### config.mk
export PLATFORM = sky130hd
export DESIGN_NAME = scanned_button_toggle_relays_core
export DESIGN_NICKNAME = d
export VERILOG_FILES = /design/src/rtl/sbtr_pkg.sv /design/src/rtl/sbtr_lockout.sv /design/src/rtl/sbtr_scan.sv /design/src/rtl/scanned_button_toggle_relays_core.sv
export SDC_FILE = /design/constraint.sdc
export NUM_CORES = 1
export LEC_CHECK = 0
export ABC_CLOCK_PERIOD_IN_PS = 6400
export BUFFER_PORTS_ARGS = -buffer_cell sky130_fd_sc_hd__buf_2
export CORE_UTILIZATION = 59
export CTS_CLUSTER_SIZE = 40
export DETAILED_ROUTE_END_ITERATION = 16
export GPL_ROUTABILITY_DRIVEN = 0
export HOLD_SLACK_MARGIN = 0.15
export PLACE_DENSITY = 0.85
export SYNTH_ARGS = -nofsm -noshare
export SYNTH_HDL_FRONTEND = slang
export SYNTH_SLANG_ARGS = --single-unit
### constraint.sdc
create_clock -name clock -period 6.4 [get_ports clock]
set_input_delay 0.64 -clock clock [delete_from_list [all_inputs] [get_ports clock]]
set_output_delay 0.64 -clock clock [all_outputs]
set_load 0.01 [all_outputs]
### src/rtl/sbtr_pkg.sv
// Package for the scanned button toggle relay block.
// Holds the beat payload types, the toggle event type and register indexes.
// No dependencies.
`default_nettype none

package sbtr_pkg;

   localparam int unsigned MaxChannels = 8;
   localparam int unsigned ChanWidth   = 3;
   localparam int unsigned CsrIdxWidth = 2;
   localparam int unsigned CsrDataWidth = 16;

   typedef enum logic [CsrIdxWidth-1:0] {
      CSR_BLOCK_ENABLE   = 2'd0,
      CSR_BUTTON_MASK    = 2'd1,
      CSR_SCAN_INTERVAL  = 2'd2,
      CSR_LOCKOUT        = 2'd3
   } sbtr_csr_idx_type;

   typedef struct packed {
      logic [31:0] now_ms;
      logic [7:0]  button_levels;
   } sbtr_req_type;

   typedef struct packed {
      logic [7:0]           relay_states;
      logic                 toggle_valid;
      logic [ChanWidth-1:0] toggle_channel;
      logic                 scan_active;
   } sbtr_rsp_type;

   typedef struct packed {
      logic                 valid;
      logic [ChanWidth-1:0] channel;
   } sbtr_toggle_type;

endpackage

`default_nettype wire

### src/rtl/sbtr_lockout.sv
// Per-channel lockout flags and start times with expiry compares.
// Depends on sbtr_pkg.
`default_nettype none

module sbtr_lockout
   import sbtr_pkg::*;
#(
   parameter int unsigned CHANNELS = 8
) (
   input  wire logic            clock,
   input  wire logic            reset,
   input  wire logic            advance,
   input  wire logic            enable,
   input  wire logic [31:0]     now_ms,
   input  wire logic [15:0]     lockout_ms,
   input  wire sbtr_toggle_type toggle,
   output logic [7:0]           flags_cleared
);

   logic [7:0]  flags_ff;
   logic [7:0]  flags_in;
   logic [31:0] start_ff [CHANNELS];

   for (genvar i = 0; i < MaxChannels; i++) begin : g_chan
      if (i < CHANNELS) begin : g_used
         logic [31:0] age;
         logic        expired;
         assign age     = now_ms - start_ff[i];
         assign expired = age >= {16'd0, lockout_ms};
         assign flags_cleared[i] = flags_ff[i] & ~(enable & expired);
         assign flags_in[i] = flags_cleared[i] |
                              (toggle.valid && toggle.channel == ChanWidth'(i));
      end else begin : g_unused
         assign flags_cleared[i] = 1'b0;
         assign flags_in[i]      = 1'b0;
      end
   end

   always_ff @(posedge clock) begin
      for (int unsigned j = 0; j < CHANNELS; j++) begin
         if (advance && toggle.valid && toggle.channel == ChanWidth'(j)) begin
            start_ff[j] <= now_ms;
         end
      end
   end

   always_ff @(posedge clock) begin
      if (reset) begin
         flags_ff <= '0;
      end else if (advance) begin
         flags_ff <= flags_in;
      end
   end

endmodule

`default_nettype wire

### src/rtl/sbtr_scan.sv
// Scan sequencer, relay state: examines a channel per scan pass, may toggle it.
// Depends on sbtr_pkg.
`default_nettype none

module sbtr_scan
   import sbtr_pkg::*;
#(
   parameter int unsigned CHANNELS = 8
) (
   input  wire logic            clock,
   input  wire logic            reset,
   input  wire logic            advance,
   input  wire logic            enable,
   input  wire logic [31:0]     now_ms,
   input  wire logic [7:0]      button_levels,
   input  wire logic [7:0]      button_mask,
   input  wire logic [15:0]     scan_interval_ms,
   input  wire logic [7:0]      flags_cleared,
   output sbtr_toggle_type      toggle,
   output logic [7:0]           relay_in,
   output logic                 scanning_in
);

   localparam logic [7:0] ChanMask = 8'((16'd1 << CHANNELS) - 16'd1);
   localparam logic [ChanWidth-1:0] LastChan = ChanWidth'(CHANNELS - 1);

   logic [7:0]           relay_ff;
   logic                 scanning_ff;
   logic [ChanWidth-1:0] chan_ff;
   logic [ChanWidth-1:0] chan_in;
   logic [31:0]          idle_start_ff;
   logic [31:0]          idle_start_in;
   logic                 hit;
   logic                 last;
   logic [31:0]          idle_age;

   always_comb begin
      last     = chan_ff >= LastChan;
      idle_age = now_ms - idle_start_ff;
      hit = enable && scanning_ff && (button_mask[chan_ff] & ChanMask[chan_ff]) &&
            !button_levels[chan_ff] && !flags_cleared[chan_ff];
      toggle.valid   = hit;
      toggle.channel = hit ? chan_ff : '0;
      relay_in = (relay_ff ^ (hit ? (8'd1 << chan_ff) : 8'd0)) & ChanMask;
      scanning_in   = scanning_ff;
      chan_in       = chan_ff;
      idle_start_in = idle_start_ff;
      if (enable) begin
         if (scanning_ff) begin
            if (last) begin
               scanning_in   = 1'b0;
               chan_in       = '0;
               idle_start_in = now_ms;
            end else begin
               chan_in = chan_ff + 1'b1;
            end
         end else if (idle_age >= {16'd0, scan_interval_ms}) begin
            scanning_in = 1'b1;
         end
      end
   end

   always_ff @(posedge clock) begin
      if (reset) begin
         relay_ff      <= '0;
         scanning_ff   <= 1'b0;
         chan_ff       <= '0;
         idle_start_ff <= '0;
      end else if (advance) begin
         relay_ff      <= relay_in;
         scanning_ff   <= scanning_in;
         chan_ff       <= chan_in;
         idle_start_ff <= idle_start_in;
      end
   end

endmodule

`default_nettype wire

### src/rtl/scanned_button_toggle_relays_core.sv
// Push button relay bank: control registers, input and result beat registers.
// Depends on sbtr_pkg, sbtr_lockout and sbtr_scan.
//
// Each req beat is one controller pass (millisecond time, active-low buttons);
// each pass yields exactly one rsp beat with the relay states, any toggle
// event (a save request) and the scan flag. Passes leave in arrival order.
// The pass sits in the input register while the lockout compares and scan
// step run, and its result is registered into the rsp register when it
// advances. One beat is accepted every cycle while the rsp register is free
// or being taken; a rsp beat waiting on rsp_ready does not block the next req
// beat from entering the input register. If rsp_ready stays low, the input
// register fills and req_ready drops until the result beat is taken; nothing
// is lost or repeated. Reset clears all relays, lockouts and the scan,
// disables the block and loads the default intervals (scan 100 ms, lockout
// 500 ms). Control registers are written through csr_we/csr_index/csr_wdata;
// the user must write them only while idle, the block does not enforce it.
`default_nettype none

module scanned_button_toggle_relays_core
   import sbtr_pkg::*;
#(
   parameter int unsigned CHANNELS = 8
) (
   input  wire logic                    clock,
   input  wire logic                    reset,
   input  wire logic                    req_valid,
   output logic                         req_ready,
   input  wire sbtr_req_type            req_data,
   output logic                         rsp_valid,
   input  wire logic                    rsp_ready,
   output sbtr_rsp_type                 rsp_data,
   input  wire logic                    csr_we,
   input  wire logic [CsrIdxWidth-1:0]  csr_index,
   input  wire logic [CsrDataWidth-1:0] csr_wdata
);

   logic         enable_ff;
   logic [7:0]   mask_ff;
   logic [15:0]  scan_interval_ff;
   logic [15:0]  lockout_ff;

   logic         in_valid_ff;
   sbtr_req_type in_data_ff;
   logic         rsp_valid_ff;
   sbtr_rsp_type rsp_data_ff;
   sbtr_rsp_type rsp_data_in;
   logic         advance;

   sbtr_toggle_type toggle;
   logic [7:0]      flags_cleared;
   logic [7:0]      relay_in;
   logic            scanning_in;

   always_ff @(posedge clock) begin
      if (reset) begin
         enable_ff        <= 1'b0;
         mask_ff          <= '0;
         scan_interval_ff <= 16'd100;
         lockout_ff       <= 16'd500;
      end else if (csr_we) begin
         case (sbtr_csr_idx_type'(csr_index))
            CSR_BLOCK_ENABLE:  enable_ff        <= csr_wdata[0];
            CSR_BUTTON_MASK:   mask_ff          <= csr_wdata[7:0];
            CSR_SCAN_INTERVAL: scan_interval_ff <= csr_wdata;
            CSR_LOCKOUT:       lockout_ff       <= csr_wdata;
            default: ;
         endcase
      end
   end

   assign advance   = in_valid_ff && (!rsp_valid_ff || rsp_ready);
   assign req_ready = !in_valid_ff || advance;

   always_ff @(posedge clock) begin
      if (reset) begin
         in_valid_ff <= 1'b0;
      end else if (req_ready) begin
         in_valid_ff <= req_valid;
      end
   end

   always_ff @(posedge clock) begin
      if (req_valid && req_ready) begin
         in_data_ff <= req_data;
      end
   end

   sbtr_lockout #(
      .CHANNELS (CHANNELS)
   ) u_lockout (
      .clock         (clock),
      .reset         (reset),
      .advance       (advance),
      .enable        (enable_ff),
      .now_ms        (in_data_ff.now_ms),
      .lockout_ms    (lockout_ff),
      .toggle        (toggle),
      .flags_cleared (flags_cleared)
   );

   sbtr_scan #(
      .CHANNELS (CHANNELS)
   ) u_scan (
      .clock            (clock),
      .reset            (reset),
      .advance          (advance),
      .enable           (enable_ff),
      .now_ms           (in_data_ff.now_ms),
      .button_levels    (in_data_ff.button_levels),
      .button_mask      (mask_ff),
      .scan_interval_ms (scan_interval_ff),
      .flags_cleared    (flags_cleared),
      .toggle           (toggle),
      .relay_in         (relay_in),
      .scanning_in      (scanning_in)
   );

   always_comb begin
      rsp_data_in.relay_states   = relay_in;
      rsp_data_in.toggle_valid   = toggle.valid;
      rsp_data_in.toggle_channel = toggle.channel;
      rsp_data_in.scan_active    = scanning_in;
   end

   always_ff @(posedge clock) begin
      if (reset) begin
         rsp_valid_ff <= 1'b0;
      end else if (advance) begin
         rsp_valid_ff <= 1'b1;
      end else if (rsp_ready) begin
         rsp_valid_ff <= 1'b0;
      end
   end

   always_ff @(posedge clock) begin
      if (advance) begin
         rsp_data_ff <= rsp_data_in;
      end
   end

   assign rsp_valid = rsp_valid_ff;
   assign rsp_data  = rsp_data_ff;

endmodule

`default_nettype wire

* Word-level counts from Yosys, hierarchy flattened *
Memory sizes are Yosys's and may differ from the RTL's. A register that Yosys moved wholly into a read port is not among the register bits.
Cells that the tools add are included.

word-level totals
  flip-flop bits (word level) = 148
  logic and storage cells = 185
  output and inout bits = 15
  memory bits (read-only) = 8
  RAM bits = 256
  input port bits = 63
  memories kept = 2

operators by class
  equality and inequality tests = 10
  muxes and demuxes = 55
  reductions and logical operators = 45
  shift-type cells = 1
  order comparisons = 11
  $add $sub $neg = 10
  bitwise gates (word level) = 34

memories
  name                depth  width  rd ports  clocked after memory_dff  write ports  line                source
  u_lockout.start_ff  8      32     8         0                         1            sbtr_lockout.sv:22  logic [31:0] start_ff [CHANNELS];
  (name not given)    8      1      1         1                         0            sbtr_scan.sv:40     hit = enable && scanning_ff && (button_mask[chan_ff] & ChanMask[chan_ff]) &&

operators with widths
  kind                                                        number
  >= comparator 32 x 16 -> 1 bit                              9
  subtractor 32 bit                                           9
  2-to-1 mux 32 bit                                           7
  OR reduction 32 bit                                         7
  2-to-1 mux 1 bit                                            33
  2-to-1 mux 3 bit                                            11
  logical AND 1 bit                                           23
  bitwise AND 1 bit                                           17
  == test 3 bit, second input constant                        4
  binary-select mux 1 bit (select 3 bit)                      3
  2-to-1 mux 8 bit                                            1
  inverter 1 bit                                              8
  bitwise OR 1 bit                                            8
  AND reduction 2 bit                                         4
  << shifter 1 x 3 -> 8 bit, first input constant             1
  bitwise XOR 8 bit                                           1
  == test 3 x 2 -> 1 bit, second input constant               2
  == test 2 bit, second input constant                        2
  logical NOT 1 bit                                           4
  less-than comparator 3 x 4 -> 1 bit, second input constant  1
  AND reduction 4 bit                                         1
  adder 3 x 1 -> 3 bit, second input constant                 1
  == test 3 x 1 -> 1 bit, second input constant               1
  >= comparator 3 bit, second input constant                  1
  6 further kinds                                             7

* Logic depth before layout (Yosys ltp) *
  depth in word-level cells = 22
  mapped depth = 25
  mapped depth without buffers = 25

* Hierarchy *
A second synthesis with hierarchy kept.

unflattened totals
  cells, all modules = 3740
  area, all modules = 33266.9 sq um

modules (own cells, without submodules)
  module                             area an instance (sq um)  seq. area each (sq um)  cells each  instances
  sbtr_lockout                       25476.9                   7847.5                  2903        1
  sbtr_scan                          4411.7                    880.8                   611         1
  scanned_button_toggle_relays_core  3378.2                    2452.4                  226         1

* Least setup slack after synthesis *
No wires, ideal clock.

  kind = reg2reg
  start point = reg in_data_ff[9] (netlist name)
  end point = mem u_lockout.start_ff[4][0] (netlist: u_lockout.start_ff[1][0]), enable pin
  arrival = 6.490 ns
  required time = 5.939 ns
  setup slack = -0.550 ns
  buffers on the path = 0
  stages on the path, launching flop included = 22
  clock period less this slack = 6.950 ns
  library setup time = 0.461 ns
  cells stage by stage = edfxtp_1 -> inv_1 -> fa_1 -> nor2b_1 -> o31a_1 -> o21ai_2 -> o21ai_0 -> a21o_1 -> a21oi_1 -> xnor2_1 -> ha_1 -> nand4_1 -> or2_2 -> nor4_1 -> nor3_1 -> o2111ai_1 -> nor4_1 -> nand4_1 -> a22oi_4 -> nor2_4 -> nand2_1 -> nor3_1

RTL lines
  element                 line                                     source
  from (decl)             scanned_button_toggle_relays_core.sv:43  sbtr_req_type in_data_ff;
  from (signal assigned)  scanned_button_toggle_relays_core.sv:84  in_data_ff <= req_data;
  to (decl)               sbtr_lockout.sv:22

* Worst setup path after layout *
  start point = reg in_data_ff[8] (netlist name)
  end point = reg rsp_data_ff, in the netlist rsp_data[0], data pin

between the ends
  longest elaborated chain between the ends = 5

ends and longest elaborated chain
  element                         line                                      source
  subtractor 32 bit               sbtr_scan.sv:39                           idle_age = now_ms - idle_start_ff;
  >= comparator 32 x 16 -> 1 bit  sbtr_scan.sv:57                           end else if (idle_age >= {16'd0, scan_interval_ms}) begin
  2-to-1 mux 1 bit                sbtr_scan.sv:57
  2-to-1 mux 1 bit                sbtr_scan.sv:49                           if (scanning_ff) begin
  2-to-1 mux 1 bit                sbtr_scan.sv:48                           if (enable) begin
  via scanning_in                 scanned_button_toggle_relays_core.sv:52   logic scanning_in;
  to (signal assigned)            scanned_button_toggle_relays_core.sv:137  rsp_data_ff <= rsp_data_in;
  to (decl)                       scanned_button_toggle_relays_core.sv:45   sbtr_rsp_type rsp_data_ff;

The timed path passes the listed nets, and every way through them passes these cells.
A chain may end at the register's enable or synchronous reset.

==> results.md <==
- Status: completed
- Max transition margin: 0.2806
- PortBufs: 77
- Startpoint class of the critical path: register
- Clk Latency, worst-skew pair: 0.62 ns
- P_int: 0.005036 W
- Final setup viols: 0
- H-tree level count: 2
- Fin util: 0.6602
- P per Cell Area: 190.2 nW/µm²
- Reg2reg setup slack: 0.23 ns
- Comb pwr share: 0.205
- Ports: 78
- Net load switching power: 0.002099 W
- Maximum clock path buffer count: 3
- Placeable Area: 56820 µm²
- Crit path buffers/inverters: 3
- RR Startpoint: in_data_ff[8]$_DFFE_PP_
- Sequential fraction of design power: 0.408
- Detail Placement HPWL: 78400 µm
- Vias in the first global route: 29620
- First-pass DRT Iterations: 6
- Switching share of total power: 0.2942
- Full die area: 58990 µm²
- Clock root buffer: clkbuf_16
- Type of the worst min-delay path: input pin to register
- Chip width: 242.9 µm
- DRC Markers: 0
- Fin nets: 4535
- IR drop worst, VDD: 0.2270 mV
- Critical path cell sequence: clkinvlp_4 -> buf_4 -> ha_1 -> inv_1 -> fa_1 -> a21o_1 -> a21oi_1 -> o211ai_1 -> a221oi_2 -> o21bai_1 -> xor2_1 -> ha_1 -> nor2b_1 -> o21ai_0 -> nand4_1 -> a2111oi_2 -> o211ai_1 -> a211oi_1 -> nand3_1 -> nor4_1 -> o2111ai_1 -> o31a_1 -> mux2_2
- Hold Vio Cnt, Final: 0
- Critical path class: register to register
- Vias/cell: 6.543
- Syn-to-layout area delta: 9.579%
- Reg clk slew, reported paths: 0.06 ns
- Setup Skew: 0.02952 ns
- Final Cell Area: 37510 µm²
- Crit-path slowest cell: a221oi_2
- CP endpoint kind: register
- CTS tree: done
- LEAKAGE: 15.70 nW
- GRT Total Usage: 0.3472
- MaxCap Viol Count: 0
- Final antenna-violating net count: 0
- EDFF count, synth: 309
- Leading area contributor after synthesis: edfxtp_1
- Post-Route Setup TNS: 0 ns
- Fmax: 162.1 MHz
- Most frequent cells in the layout: ha_1, a21oi_1, nand2_1
- Initial DRC Count: 3905
- Largest net degree at the start of global routing: 57
- Post-synthesis cell type count: 116
- Vias: 31580
- Syn Area/Cell: 8.718 µm²
- Top FF cell, synth: edfxtp_1
- FF+latch count, synth: 404
- WL/cell: 21.67 µm
- Hold wc startpoint: req_data[6]
- Post-Syn Area: 34240 µm²
- Ranking of synthesized cells by area: edfxtp_1, ha_1, a21oi_1, dfxtp_1, nand2_1
- Crit path DAT: 6.52 ns
- Synth Warn #: 0
- Fin crit share: 0.9636
- FFs w/ async S/R, synth: 0
- Dpl cell area: 35860 µm²
- Std cell rows: 87
- CP max stage delay: 0.48 ns
- Top cell family by delay on the critical path: compound AO/OA/AOI/OAI gates
- CP Launch Point: in_data_ff[8]$_DFFE_PP_
- Post-synth top area share: 0.2710
- Mapped Cells: 3927
- Worst Path Max Fanout: 8
- Final std cells w/o fill: 4827
- Grt ovf: 0
- CTS Buf Count: 46
- WL final: 104600 µm
- Post-layout min period: 6.167 ns
- Starting Density: 0.6025
- Share of layout cells above drive strength 1: 0.08135
- Post-synthesis net count: 4428
- Commonest non-fill, non-tap cell in the layout: ha_1
- CTS Sinks: 404
- Die height: 242.9 µm
- First-pass GRT wire length: 161300 µm
- Worst Tran Pin Value: 1.079 ns
- Initial antenna violation count: 5
- Critical Path RT: 6.76 ns
- Share of the yosys chip area belonging to registers: 0.3266
- Cells after DPL: 4736
- Power share of the clock group: 0.387
- Pins Over Slew Limit: 0
==> worst paths after layout <==
check | endpoint | cells past startpoint
setup / recovery | rsp_data[0]$_DFFE_PP_ | 23
hold / removal | in_data_ff[6]$_DFFE_PP_ | 1
setup reg to reg | rsp_data[0]$_DFFE_PP_ | 23
hold reg to reg | u_scan.idle_start_ff[1]$_SDFFE_PP0P_ | 2
==> final cells by class <==
cell class	instances	area, µm²
tap	756	945.9
sequential	404	11180
antenna	2	5.005
timing repair buffer	169	1161
clock inverter	25	306.5
inverter	387	1456
multi-input combinational	3026	21220
fill	4538	19310
clock buffer	58	1239
==> kinds of logic after synthesis <==
logic type / count (synthesis) / share of synthesized area
compound gates: 1222 / 0.2331
xor+xnor: 197 / 0.05040
fa+ha+maj: 438 / 0.1620
buf+inv: 497 / 0.05599
flops: 404 / 0.3266
mux: 30 / 0.009575
simple gates: 1139 / 0.1623
==> worst reg2reg max path: stages, from the launching register on <==
cell,delay [ns]
edfxtp_1,0.43
clkinvlp_4,0.22
buf_4,0.18
ha_1,0.17
inv_1,0.06
fa_1,0.40
a21o_1,0.19
a21oi_1,0.27
o211ai_1,0.18
a221oi_2,0.48
o21bai_1,0.15
xor2_1,0.18
ha_1,0.33
nor2b_1,0.14
o21ai_0,0.33
nand4_1,0.16
a2111oi_2,0.32
o211ai_1,0.18
a211oi_1,0.23
nand3_1,0.10
nor4_1,0.34
o2111ai_1,0.19
o31a_1,0.40
mux2_2,0.30
==> flip-flops by register name (all words and copies together) (netlist names) <==
register	count
u_scan.scanning_ff	1
enable_ff	1
mask_ff	8
in_data_ff	40
u_lockout.flags_ff	8
u_scan.chan_ff	3
in_valid_ff	1
scan_interval_ff	16
u_scan.relay_ff	8
lockout_ff	16
u_lockout.start_ff	256
rsp_valid	1
rsp_data	13
u_scan.idle_start_ff	32
==> Yosys cell counts, drive strengths merged, types with 23 or more instances <==
cell / number
a211oi: 44
a21o: 136
a21oi: 417
a31oi: 31
and2: 24
and3: 28
buf: 25
clkbuf: 85
dfxtp: 95
edfxtp: 309
ha: 429
inv: 385
mux2i: 23
nand2: 400
nand2b: 43
nand3: 97
nand4: 83
nor2: 250
nor2b: 34
nor3: 59
nor4: 26
o211ai: 48
o21a: 61
o21ai: 227
o21bai: 33
xnor2: 115
xor2: 82
==> power by group through the flow <==
stage / clock, W / combinational [W] / sequential [W]
floorplan: 0 / 0.000984 / 0.00295
global placement: 0 / 0.00136 / 0.00296
detailed placement: 0 / 0.00140 / 0.00296
CTS: 0.00277 / 0.00141 / 0.00291
global route: 0.00288 / 0.00159 / 0.00291
finish: 0.00276 / 0.00146 / 0.00291
==> per-stage QoR <==
stage	hold WS, ns	setup WS, ns	power, W
2_1_floorplan	0.4359	-0.1510	0.003935
3_3_place_gp	0.4421	0.1444	0.004324
3_5_place_dp	0.4463	-0.02799	0.004360
4_1_cts	0.1883	0.09881	0.007095
5_1_grt	0.1904	-0.008848	0.007385
6_report	0.1991	0.2327	0.007135
==> layer usage <==
layer  up-vias  track usage  wire length, µm
li1      14640            -                -
met1     14720       0.4435            40890
met2      1828       0.5322            44320
met3       393      0.07585            11880
met4         4       0.2222             7469
met5         -            0               23
==> what timing repair did <==
item | CTS | global route
pin swaps | 0 | 2
endpoints found under the setup margin | 11 | 199
setup buffers | 0 | 6
hold endpoints to repair | 0 | 0
resized for setup | 1 | 10
hold buffers | 0 | 0
Power figures use the tool's default switching activity.
